**src/sv/rwg_pkg.sv**
```systemverilog
// Shared widths, codes and transaction types for the read window grouper.
`default_nettype none

package rwg_pkg;

    localparam int CHROM_W   = 16;
    localparam int RID_W     = 32;
    localparam int POS_W     = 32;
    localparam int SEQ_W     = 40;
    localparam int LEN_W     = 16;
    localparam int KIND_W    = 4;
    localparam int CLEN_W    = 28;
    localparam int GEND_W    = 40;
    localparam int WLEN_W    = 40;
    localparam int TOTAL_W   = 32;
    localparam int PADDR_W   = 4;
    localparam int PDATA_W   = 64;

    localparam int QUEUE_DEPTH = 2;

    localparam logic [1:0] OP_HEADER = 2'd0;
    localparam logic [1:0] OP_CIGAR  = 2'd1;
    localparam logic [1:0] OP_END    = 2'd2;

    localparam logic [KIND_W-1:0] CIG_M  = 4'd0;
    localparam logic [KIND_W-1:0] CIG_D  = 4'd2;
    localparam logic [KIND_W-1:0] CIG_N  = 4'd3;
    localparam logic [KIND_W-1:0] CIG_EQ = 4'd7;
    localparam logic [KIND_W-1:0] CIG_X  = 4'd8;

    localparam logic REG_WINDOW_LENGTH = 1'b0;
    localparam logic REG_TOTAL_READS   = 1'b1;

    typedef enum logic {
        ITEM_HEADER,
        ITEM_END
    } item_kind_t;

    typedef struct packed {
        item_kind_t           kind;
        logic [CHROM_W-1:0]   chrom;
        logic [RID_W-1:0]     rid;
        logic [POS_W-1:0]     pos;
        logic [SEQ_W-1:0]     start;
        logic [LEN_W-1:0]     len;
        logic                 fold_valid;
        logic [GEND_W-1:0]    fold_end;
    } queue_entry_t;

    typedef struct packed {
        logic [CHROM_W-1:0]   chrom;
        logic [SEQ_W-1:0]     left_pos;
        logic [SEQ_W-1:0]     right_pos;
        logic [RID_W-1:0]     first_read;
        logic [RID_W-1:0]     last_rid;
        logic [POS_W-1:0]     genome_start;
        logic [GEND_W-1:0]    genome_end;
    } window_result_t;

    function automatic logic cigar_on_ref(input logic [KIND_W-1:0] kind);
        logic hit;
        case (kind)
            CIG_M, CIG_D, CIG_N, CIG_EQ, CIG_X: hit = 1'b1;
            default: hit = 1'b0;
        endcase
        return hit;
    endfunction

endpackage

`default_nettype wire

```
**src/sv/rwg_front.sv**
```systemverilog
// Front end: accepts input transactions, tracks the open read and its span, queues headers and ends.
`default_nettype none

module rwg_front import rwg_pkg::*; (
    input  wire logic                 aclk,
    input  wire logic                 aresetn,
    input  wire logic                 s_valid,
    output logic                      s_ready,
    input  wire logic [1:0]           s_opcode,
    input  wire logic [CHROM_W-1:0]   s_chrom,
    input  wire logic [RID_W-1:0]     s_read_index,
    input  wire logic [POS_W-1:0]     s_ref_pos,
    input  wire logic [SEQ_W-1:0]     s_seq_start,
    input  wire logic [LEN_W-1:0]     s_seq_len,
    input  wire logic [KIND_W-1:0]    s_cigar_kind,
    input  wire logic [CLEN_W-1:0]    s_cigar_len,
    input  wire logic                 push_ready,
    output logic                      push_valid,
    output queue_entry_t              push_entry
);

    logic                 read_pending_reg, read_pending_next;
    logic [POS_W-1:0]     cur_pos_reg, cur_pos_next;
    logic [GEND_W-1:0]    cur_span_reg, cur_span_next;

    logic                 accept;
    logic [GEND_W:0]      end_sum;
    logic [GEND_W-1:0]    fold_end;
    logic [GEND_W:0]      span_sum;

    assign s_ready = push_ready;
    assign accept  = s_valid && push_ready;

    assign end_sum  = {(GEND_W+1-POS_W)'(0), cur_pos_reg} + {1'b0, cur_span_reg}
                      - (GEND_W+1)'(1);
    assign span_sum = {1'b0, cur_span_reg} + {(GEND_W+1-CLEN_W)'(0), s_cigar_len};

    always_comb begin
        if (cur_span_reg == '0) begin
            fold_end = {(GEND_W-POS_W)'(0), cur_pos_reg};
        end else if (end_sum[GEND_W]) begin
            fold_end = '1;
        end else begin
            fold_end = end_sum[GEND_W-1:0];
        end
    end

    always_comb begin
        push_valid             = accept && (s_opcode == OP_HEADER || s_opcode == OP_END);
        push_entry.kind        = (s_opcode == OP_END) ? ITEM_END : ITEM_HEADER;
        push_entry.chrom       = s_chrom;
        push_entry.rid         = s_read_index;
        push_entry.pos         = s_ref_pos;
        push_entry.start       = s_seq_start;
        push_entry.len         = s_seq_len;
        push_entry.fold_valid  = read_pending_reg;
        push_entry.fold_end    = fold_end;
    end

    always_comb begin
        read_pending_next = read_pending_reg;
        cur_pos_next      = cur_pos_reg;
        cur_span_next     = cur_span_reg;
        if (accept) begin
            case (s_opcode)
                OP_HEADER: begin
                    read_pending_next = 1'b1;
                    cur_pos_next      = s_ref_pos;
                    cur_span_next     = '0;
                end
                OP_CIGAR: begin
                    if (read_pending_reg && cigar_on_ref(s_cigar_kind)) begin
                        cur_span_next = span_sum[GEND_W] ? '1 : span_sum[GEND_W-1:0];
                    end
                end
                OP_END: begin
                    read_pending_next = 1'b0;
                end
                default: begin
                    read_pending_next = read_pending_reg;
                end
            endcase
        end
    end

    always_ff @(posedge aclk) begin
        if (!aresetn) begin
            read_pending_reg <= 1'b0;
        end else begin
            read_pending_reg <= read_pending_next;
        end
        cur_pos_reg  <= cur_pos_next;
        cur_span_reg <= cur_span_next;
    end

endmodule

`default_nettype wire

```
**src/sv/rwg_queue.sv**
```systemverilog
// Short transaction queue between the front end and the window engine.
`default_nettype none

module rwg_queue import rwg_pkg::*; #(
    parameter int DEPTH = QUEUE_DEPTH
) (
    input  wire logic      aclk,
    input  wire logic      aresetn,
    input  wire logic      push_valid,
    input  wire queue_entry_t push_entry,
    output logic           push_ready,
    output logic           pop_valid,
    output queue_entry_t   pop_entry,
    input  wire logic      pop_ready
);

    localparam int PTR_W = $clog2(DEPTH);
    localparam int CNT_W = $clog2(DEPTH + 1);

    queue_entry_t         entries_reg [DEPTH];
    logic [PTR_W-1:0]     wr_ptr_reg, wr_ptr_next;
    logic [PTR_W-1:0]     rd_ptr_reg, rd_ptr_next;
    logic [CNT_W-1:0]     count_reg, count_next;
    logic                 do_push, do_pop;

    assign push_ready = (count_reg != CNT_W'(DEPTH));
    assign pop_valid  = (count_reg != '0);
    assign pop_entry  = entries_reg[rd_ptr_reg];
    assign do_push    = push_valid && push_ready;
    assign do_pop     = pop_valid && pop_ready;

    always_comb begin
        wr_ptr_next = wr_ptr_reg;
        rd_ptr_next = rd_ptr_reg;
        count_next  = count_reg;
        if (do_push) begin
            wr_ptr_next = (wr_ptr_reg == PTR_W'(DEPTH - 1)) ? '0 : wr_ptr_reg + 1'b1;
        end
        if (do_pop) begin
            rd_ptr_next = (rd_ptr_reg == PTR_W'(DEPTH - 1)) ? '0 : rd_ptr_reg + 1'b1;
        end
        if (do_push && !do_pop) begin
            count_next = count_reg + 1'b1;
        end else if (do_pop && !do_push) begin
            count_next = count_reg - 1'b1;
        end
    end

    always_ff @(posedge aclk) begin
        if (!aresetn) begin
            wr_ptr_reg <= '0;
            rd_ptr_reg <= '0;
            count_reg  <= '0;
        end else begin
            wr_ptr_reg <= wr_ptr_next;
            rd_ptr_reg <= rd_ptr_next;
            count_reg  <= count_next;
        end
        if (do_push) begin
            entries_reg[wr_ptr_reg] <= push_entry;
        end
    end

endmodule

`default_nettype wire

```
**src/sv/rwg_back.sv**
```systemverilog
// Window engine: joins or closes windows and holds the result register.
`default_nettype none

module rwg_back import rwg_pkg::*; (
    input  wire logic                 aclk,
    input  wire logic                 aresetn,
    input  wire logic                 pop_valid,
    input  wire queue_entry_t         pop_entry,
    output logic                      pop_ready,
    input  wire logic [WLEN_W-1:0]    window_length,
    input  wire logic [TOTAL_W-1:0]   total_reads,
    output logic                      m_valid,
    input  wire logic                 m_ready,
    output window_result_t            m_result
);

    logic                 window_open_reg, window_open_next;
    logic [CHROM_W-1:0]   win_chrom_reg, win_chrom_next;
    logic [SEQ_W-1:0]     win_left_reg, win_left_next;
    logic [RID_W-1:0]     win_first_reg, win_first_next;
    logic [RID_W-1:0]     win_last_reg, win_last_next;
    logic [SEQ_W-1:0]     last_start_reg, last_start_next;
    logic [LEN_W-1:0]     last_len_reg, last_len_next;
    logic [POS_W-1:0]     win_gen_start_reg, win_gen_start_next;
    logic [GEND_W-1:0]    win_gen_end_reg, win_gen_end_next;
    logic                 m_valid_reg, m_valid_next;
    window_result_t       result_reg, result_next;

    logic                 take;
    logic                 joins;
    logic                 emit;
    logic                 sep;
    logic [SEQ_W:0]       limit;
    logic [GEND_W-1:0]    gen_end_eff;
    logic [SEQ_W-1:0]     right_pos;

    assign pop_ready = !m_valid_reg || m_ready;
    assign take      = pop_valid && pop_ready;
    assign m_valid   = m_valid_reg;
    assign m_result  = result_reg;

    assign limit = {1'b0, win_left_reg} + {(SEQ_W+1-WLEN_W)'(0), window_length};
    assign joins = window_open_reg && (pop_entry.chrom == win_chrom_reg)
                   && ({1'b0, pop_entry.start} < limit);
    assign emit  = take && window_open_reg
                   && (pop_entry.kind == ITEM_END || !joins);

    assign gen_end_eff = (pop_entry.fold_valid && pop_entry.fold_end > win_gen_end_reg)
                         ? pop_entry.fold_end : win_gen_end_reg;

    assign sep       = ({1'b0, win_last_reg} + (RID_W+1)'(1))
                       < {(RID_W+1-TOTAL_W)'(0), total_reads};
    assign right_pos = last_start_reg + {(SEQ_W-LEN_W)'(0), last_len_reg}
                       - SEQ_W'(1) + {(SEQ_W-1)'(0), sep};

    always_comb begin
        window_open_next   = window_open_reg;
        win_chrom_next     = win_chrom_reg;
        win_left_next      = win_left_reg;
        win_first_next     = win_first_reg;
        win_last_next      = win_last_reg;
        last_start_next    = last_start_reg;
        last_len_next      = last_len_reg;
        win_gen_start_next = win_gen_start_reg;
        win_gen_end_next   = win_gen_end_reg;
        m_valid_next       = m_valid_reg;
        result_next        = result_reg;

        if (pop_ready) begin
            m_valid_next = emit;
        end
        if (emit) begin
            result_next.chrom        = win_chrom_reg;
            result_next.left_pos     = win_left_reg;
            result_next.right_pos    = right_pos;
            result_next.first_read   = win_first_reg;
            result_next.last_rid     = win_last_reg;
            result_next.genome_start = win_gen_start_reg;
            result_next.genome_end   = gen_end_eff;
        end

        if (take) begin
            case (pop_entry.kind)
                ITEM_HEADER: begin
                    win_last_next   = pop_entry.rid;
                    last_start_next = pop_entry.start;
                    last_len_next   = pop_entry.len;
                    if (joins) begin
                        win_gen_end_next = gen_end_eff;
                    end else begin
                        window_open_next   = 1'b1;
                        win_chrom_next     = pop_entry.chrom;
                        win_left_next      = pop_entry.start;
                        win_first_next     = pop_entry.rid;
                        win_gen_start_next = pop_entry.pos;
                        win_gen_end_next   = '0;
                    end
                end
                ITEM_END: begin
                    win_gen_end_next = gen_end_eff;
                    window_open_next = 1'b0;
                end
                default: begin
                    window_open_next = window_open_reg;
                end
            endcase
        end
    end

    always_ff @(posedge aclk) begin
        if (!aresetn) begin
            window_open_reg <= 1'b0;
            m_valid_reg     <= 1'b0;
        end else begin
            window_open_reg <= window_open_next;
            m_valid_reg     <= m_valid_next;
        end
        win_chrom_reg     <= win_chrom_next;
        win_left_reg      <= win_left_next;
        win_first_reg     <= win_first_next;
        win_last_reg      <= win_last_next;
        last_start_reg    <= last_start_next;
        last_len_reg      <= last_len_next;
        win_gen_start_reg <= win_gen_start_next;
        win_gen_end_reg   <= win_gen_end_next;
        result_reg        <= result_next;
    end

endmodule

`default_nettype wire

```
**src/sv/read_window_grouper_unit.sv**
```systemverilog
// Top level of the read window grouper: configuration registers and the front, queue and engine.
//
// Input channel (s_*): a sorted stream of read headers (opcode 0), each followed by the
// CIGAR operations of that read (opcode 1), closed by an end transaction (opcode 2).
// Output channel (m_*): one result per closed window: chromosome, sequence span l..r,
// first and last read id, genomic start and genomic end.
// A header that opens a new window, or an end transaction, closes the open window.
// Throughput: one input transaction per cycle while the queue is not full.
// A closed window is registered in a queue entry and then in the result register before it
// is valid on m_*; it waits longer while the receiver stalls.
// When m_ready is low with a result pending, the result register holds; the queue of
// QUEUE_DEPTH entries then fills with headers and end transactions and s_ready drops. CIGAR
// transactions are absorbed by the front end and never enter the queue.
// Configuration: APB writes at 0x0 (window_length) and 0x8 (total_reads), 64-bit data,
// pready tied high; write only while the stream is idle.
// Reset (aresetn low, synchronous) empties the queue, drops any open window and read,
// and returns window_length and total_reads to 1.
`default_nettype none

module read_window_grouper_unit import rwg_pkg::*; #(
    parameter int QDEPTH = QUEUE_DEPTH
) (
    input  wire logic                 aclk,
    input  wire logic                 aresetn,
    input  wire logic                 psel,
    input  wire logic                 penable,
    input  wire logic                 pwrite,
    input  wire logic [PADDR_W-1:0]   paddr,
    input  wire logic [PDATA_W-1:0]   pwdata,
    output logic [PDATA_W-1:0]        prdata,
    output logic                      pready,
    input  wire logic                 s_valid,
    output logic                      s_ready,
    input  wire logic [1:0]           s_opcode,
    input  wire logic [CHROM_W-1:0]   s_chrom,
    input  wire logic [RID_W-1:0]     s_read_index,
    input  wire logic [POS_W-1:0]     s_ref_pos,
    input  wire logic [SEQ_W-1:0]     s_seq_start,
    input  wire logic [LEN_W-1:0]     s_seq_len,
    input  wire logic [KIND_W-1:0]    s_cigar_kind,
    input  wire logic [CLEN_W-1:0]    s_cigar_len,
    output logic                      m_valid,
    input  wire logic                 m_ready,
    output logic [CHROM_W-1:0]        m_out_chrom,
    output logic [SEQ_W-1:0]          m_left_pos,
    output logic [SEQ_W-1:0]          m_right_pos,
    output logic [RID_W-1:0]          m_first_read,
    output logic [RID_W-1:0]          m_last_rid,
    output logic [POS_W-1:0]          m_genome_start,
    output logic [GEND_W-1:0]         m_genome_end
);

    logic [WLEN_W-1:0]    window_length_reg, window_length_next;
    logic [TOTAL_W-1:0]   total_reads_reg, total_reads_next;
    logic                 cfg_write;
    logic                 reg_sel;

    logic                 push_valid, push_ready;
    queue_entry_t         push_entry;
    logic                 pop_valid, pop_ready;
    queue_entry_t         pop_entry;
    window_result_t       result;

    assign pready    = 1'b1;
    assign reg_sel   = paddr[3];
    assign cfg_write = psel && penable && pwrite && pready;

    always_comb begin
        window_length_next = window_length_reg;
        total_reads_next   = total_reads_reg;
        if (cfg_write) begin
            case (reg_sel)
                REG_WINDOW_LENGTH: window_length_next = pwdata[WLEN_W-1:0];
                REG_TOTAL_READS:   total_reads_next   = pwdata[TOTAL_W-1:0];
                default:           window_length_next = window_length_reg;
            endcase
        end
    end

    always_comb begin
        case (reg_sel)
            REG_WINDOW_LENGTH: prdata = {(PDATA_W-WLEN_W)'(0), window_length_reg};
            REG_TOTAL_READS:   prdata = {(PDATA_W-TOTAL_W)'(0), total_reads_reg};
            default:           prdata = '0;
        endcase
    end

    always_ff @(posedge aclk) begin
        if (!aresetn) begin
            window_length_reg <= WLEN_W'(1);
            total_reads_reg   <= TOTAL_W'(1);
        end else begin
            window_length_reg <= window_length_next;
            total_reads_reg   <= total_reads_next;
        end
    end

    rwg_front u_front (
        .aclk         (aclk),
        .aresetn      (aresetn),
        .s_valid      (s_valid),
        .s_ready      (s_ready),
        .s_opcode     (s_opcode),
        .s_chrom      (s_chrom),
        .s_read_index (s_read_index),
        .s_ref_pos    (s_ref_pos),
        .s_seq_start  (s_seq_start),
        .s_seq_len    (s_seq_len),
        .s_cigar_kind (s_cigar_kind),
        .s_cigar_len  (s_cigar_len),
        .push_ready   (push_ready),
        .push_valid   (push_valid),
        .push_entry   (push_entry)
    );

    rwg_queue #(
        .DEPTH (QDEPTH)
    ) u_queue (
        .aclk       (aclk),
        .aresetn    (aresetn),
        .push_valid (push_valid),
        .push_entry (push_entry),
        .push_ready (push_ready),
        .pop_valid  (pop_valid),
        .pop_entry  (pop_entry),
        .pop_ready  (pop_ready)
    );

    rwg_back u_back (
        .aclk          (aclk),
        .aresetn       (aresetn),
        .pop_valid     (pop_valid),
        .pop_entry     (pop_entry),
        .pop_ready     (pop_ready),
        .window_length (window_length_reg),
        .total_reads   (total_reads_reg),
        .m_valid       (m_valid),
        .m_ready       (m_ready),
        .m_result      (result)
    );

    assign m_out_chrom    = result.chrom;
    assign m_left_pos     = result.left_pos;
    assign m_right_pos    = result.right_pos;
    assign m_first_read   = result.first_read;
    assign m_last_rid     = result.last_rid;
    assign m_genome_start = result.genome_start;
    assign m_genome_end   = result.genome_end;

endmodule

`default_nettype wire

```
**config.mk**
```make
export PLATFORM = sky130hd
export DESIGN_NAME = read_window_grouper_unit
export DESIGN_NICKNAME = d
export VERILOG_FILES = /design/src/sv/rwg_pkg.sv /design/src/sv/rwg_front.sv /design/src/sv/rwg_queue.sv /design/src/sv/rwg_back.sv /design/src/sv/read_window_grouper_unit.sv
export SDC_FILE = /design/constraint.sdc
export NUM_CORES = 1
export LEC_CHECK = 0
export ABC_AREA = 1
export BUFFER_PORTS_ARGS = -buffer_cell sky130_fd_sc_hd__buf_2
export CAP_MARGIN = 20
export CORE_MARGIN = 3
export CORE_UTILIZATION = 55
export DETAILED_ROUTE_END_ITERATION = 6
export HOLD_SLACK_MARGIN = 0.06
export PLACE_DENSITY = 0.76
export SLEW_MARGIN = 20
export SYNTH_ARGS = -nofsm -noshare
export SYNTH_HDL_FRONTEND = slang
export SYNTH_SLANG_ARGS = --single-unit
```
**constraint.sdc**
```tcl
create_clock -name aclk -period 28.1 [get_ports aclk]
set_clock_uncertainty 0.2 [all_clocks]
set_input_delay 1.405 -clock aclk [delete_from_list [all_inputs] [get_ports aclk]]
set_output_delay 1.405 -clock aclk [all_outputs]
set_load 0.03 [all_outputs]
```
==> results.py <==
metrics = {
    "status": {
        "status": "finished clean",
    },
    "clock_network": {
        "clock_path_buffers": 3,
        "cts_resized": 0,
        "path_clk_slew_ns": 0.06,
        "postCtsSetupBuffers": 0,
        "worstSkewPairLatency_ns": 0.71,
        "cts_tree": "built",
        "root_buffer": "clkbuf_16",
        "cts_hold_buffers": 0,
        "cts_made_buffers": 100,
        "htree_num_levels": 3,
        "clock-sinks": 988,
    },
    "timing": {
        "setup_violations": 0,
        "timing.slew.headroom_pct": 26.5,
        "finalSetupTns_ns": 0,
        "rsz0062_at_grt": "false",
        "fin_crit_ns": 6.75,
        "drv_slew": 0,
        "finalHoldViolCount": 0,
        "max_freq_mhz": 148,
        "finalWorstSetupSlack_ns": 21.35,
        "tightest_slew_ns": 1.10,
        "fin_crit_sh_pct": 24.0,
    },
    "critical_path": {
        "end_kind": "flip-flop",
        "arrival_ns": 6.96,
        "reg2reg_to": "u_back.m_result[154]",
        "reg2reg_depth": 33,
        "crit_fanout": 5,
        "cpMaxStageDelayCell": "edfxtp_1",
        "ff2ff_setup_slack_ns": 21.35,
        "startpoint_type": "flip-flop",
        "reg2reg_from": "u_back.win_last_reg[0]",
        "critical_path_required_ns": 28.30,
        "path_class": "reg -> reg",
        "max_stage_delay_ns": 0.49,
    },
    "synthesis": {
        "ys.flop_type": "edfxtp_1",
        "synth_top_family_by_area": "simple AND/OR/NAND/NOR gates",
        "synth_mux_area_share_pct": 0.0403,
        "synth_fa_ha_area_share_pct": 8.14,
        "synth-compound-area-share_pct": 9.06,
        "synth_top_area_cell": "edfxtp_1",
        "synth_cells": 4907,
        "synth_edf_count": 908,
        "synth_area_um2": 49700,
        "syn_area_per_cell_um2": 10.1,
        "netlist-cell-type-count": 63,
        "synth.ff_latch_count": 988,
        "yosys.area_share.simple_pct": 15.2,
        "synth_top_cell_area_share_pct": 54.8,
        "async_flop_share_pct": 0,
        "synth_warnings": 0,
        "synth_xor_area_share_pct": 2.61,
        "synth_area_leaders": "edfxtp_1 (55%), ha_1 (8.0%), nand2_1 (7.7%), inv_1 (5.4%), dfxtp_1 (3.2%)",
        "yosysSeqAreaShare_pct": 58.1,
    },
    "layout": {
        "final_util_pct": 63.9,
        "fill_cells": 6999,
        "nets": 5991,
        "final_common_cell": "nand2_1",
        "final_area_um2": 56900,
        "layout.cells.most_common_list": "nand2_1 (1026), edfxtp_1 (908), inv_1 (720)",
        "drive_above_1_share_pct": 15.4,
        "largest_reg_flops": 356,
        "area_growth_syn_to_layout_pct": 14.5,
    },
    "drt": {
        "drc": 0,
        "wl_per_cell_um": 20.5,
        "finalWirelength_um": 137000,
        "viasPerCell": 5.42,
        "dr.pass1.iters": 6,
        "ant_nets": 0,
        "drt-initial-drc-count": 3001,
        "routed-via-count": 36300,
    },
    "pwr": {
        "power_density_nw_per_um2": 99.2,
        "p_leak_nw": 24.3,
        "report.power.total_mw": 5.65,
        "peakVddDrop_v": 0.0000537,
    },
    "die": {
        "fp.dieW_um": 307,
        "fp-row-count": 109,
        "die_y_um": 307,
        "core-area_um2": 89100,
        "start_util_pct": 55.8,
        "design.portCount": 544,
        "die_area_um2": 94000,
    },
    "grt": {
        "antenna_found_initial": 30,
        "grt_pass1_wl_um": 204000,
        "grt_pass1_vias": 35200,
        "grt_max_degree": 85,
        "grtUsageTotal_pct": 28.6,
        "gr-total-overflow": 0,
    },
    "hold_path": {
        "hold_path_end": "u_back.m_result[133]",
        "hold_depth": 0,
        "hp-class": "reg -> reg",
        "min_from": "u_back.win_first_reg[29]",
    },
    "placement": {
        "portBuffers": 491,
        "globalplace.congestion": 0.994,
        "pre_cts_ws_ns": 21.43,
        "dpl_cell_area_um2": 53400,
        "hpwl_um": 104000,
    },
    "run": {
        "cap_violations": 0,
    },
}
==> Yosys cell counts (42+ instances only) <==
cell type and count:
o21ai_0 278, nor3_1 42, nor2_1 364, dfxtp_1 80
or2_2 42, a21oi_2 52, clkbuf_1 76, nand4_1 51
edfxtp_1 908, nand2_1 1026, nand3_1 179, ha_1 317
xor2_1 83, xnor2_1 65, inv_1 721, a21oi_1 317
==> cell type report <==
class | instances | area (µm²) | area share, %
tap | 1165 | 1460 | 2.56
clock buffer | 117 | 2650 | 4.65
clock inverter | 71 | 882 | 1.55
inverter | 730 | 2760 | 4.84
antenna | 18 | 45.0 | 0.0791
sequential | 988 | 28900 | 50.7
multi-input combinational | 3083 | 17600 | 30.9
timing repair buffer | 522 | 2700 | 4.75
==> layer usage <==
metal	GRT usage, %	part of all wire, %	vias up
li1	-	-	17600
met1	35.4	39	17200
met2	49.7	50	1232
met3	4.38	6.3	246
met4	13.1	4.5	14
met5	0	0.061	-
==> power breakdown <==
group          internal, mW  total, mW  switching, mW  leakage [nW]
Clock                 0.821       1.40          0.581          1.70
Combinational         0.616       2.05           1.43          13.6
Sequential             2.06       2.20          0.139          9.01
==> metrics by stage <==
step | cells | hold WS, ns
after floorplan | 4930 | 0.200
after global placement | 6487 | 0.200
after detailed placement | 6488 | 0.205
after CTS | 6676 | 0.217
after global routing | 6688 | 0.220
final | 6694 | 0.217
==> critical path, delay by kind of cell (launching register included) <==
kind                       cells  cell delay [ns]
buffers and inverters          1             0.05
and+or+nand+nor               17             2.37
xor gates and xnor gates       2             0.29
AOI/OAI and AO/OA              8             1.44
adders and majority gates      5             1.60
DFF                            1             0.49
==> cells by family (layout without fill, tap and decap cells) <==
group / Yosys count / count (layout)
other: 2 / 43
XOR/XNOR: 148 / 148
flip-flops: 988 / 988
multiplexers: 2 / 2
buffers and inverters: 859 / 1440
adder cells (fa/ha/maj): 321 / 321
AO/OA/AOI/OAI: 798 / 798
AND/OR/NAND/NOR: 1789 / 1789
==> how the worst max path moves through the flow <==
stage,from,cells past startpoint,to,slack [ns]
after global routing,u_back.win_last_reg[0],33,u_back.m_result[174],20.81
after global placement,u_back.win_last_reg[0],33,u_back.m_result[174],21.56
after CTS,u_back.win_last_reg[0],33,u_back.m_result[154],21.38
final,u_back.win_last_reg[0],33,u_back.m_result[154],21.35
after detailed placement,u_back.win_last_reg[0],33,u_back.m_result[154],21.43
after floorplan,s_valid,4,u_queue.entries_reg[1][0],18.05
(Power assumes the default switching activity.)
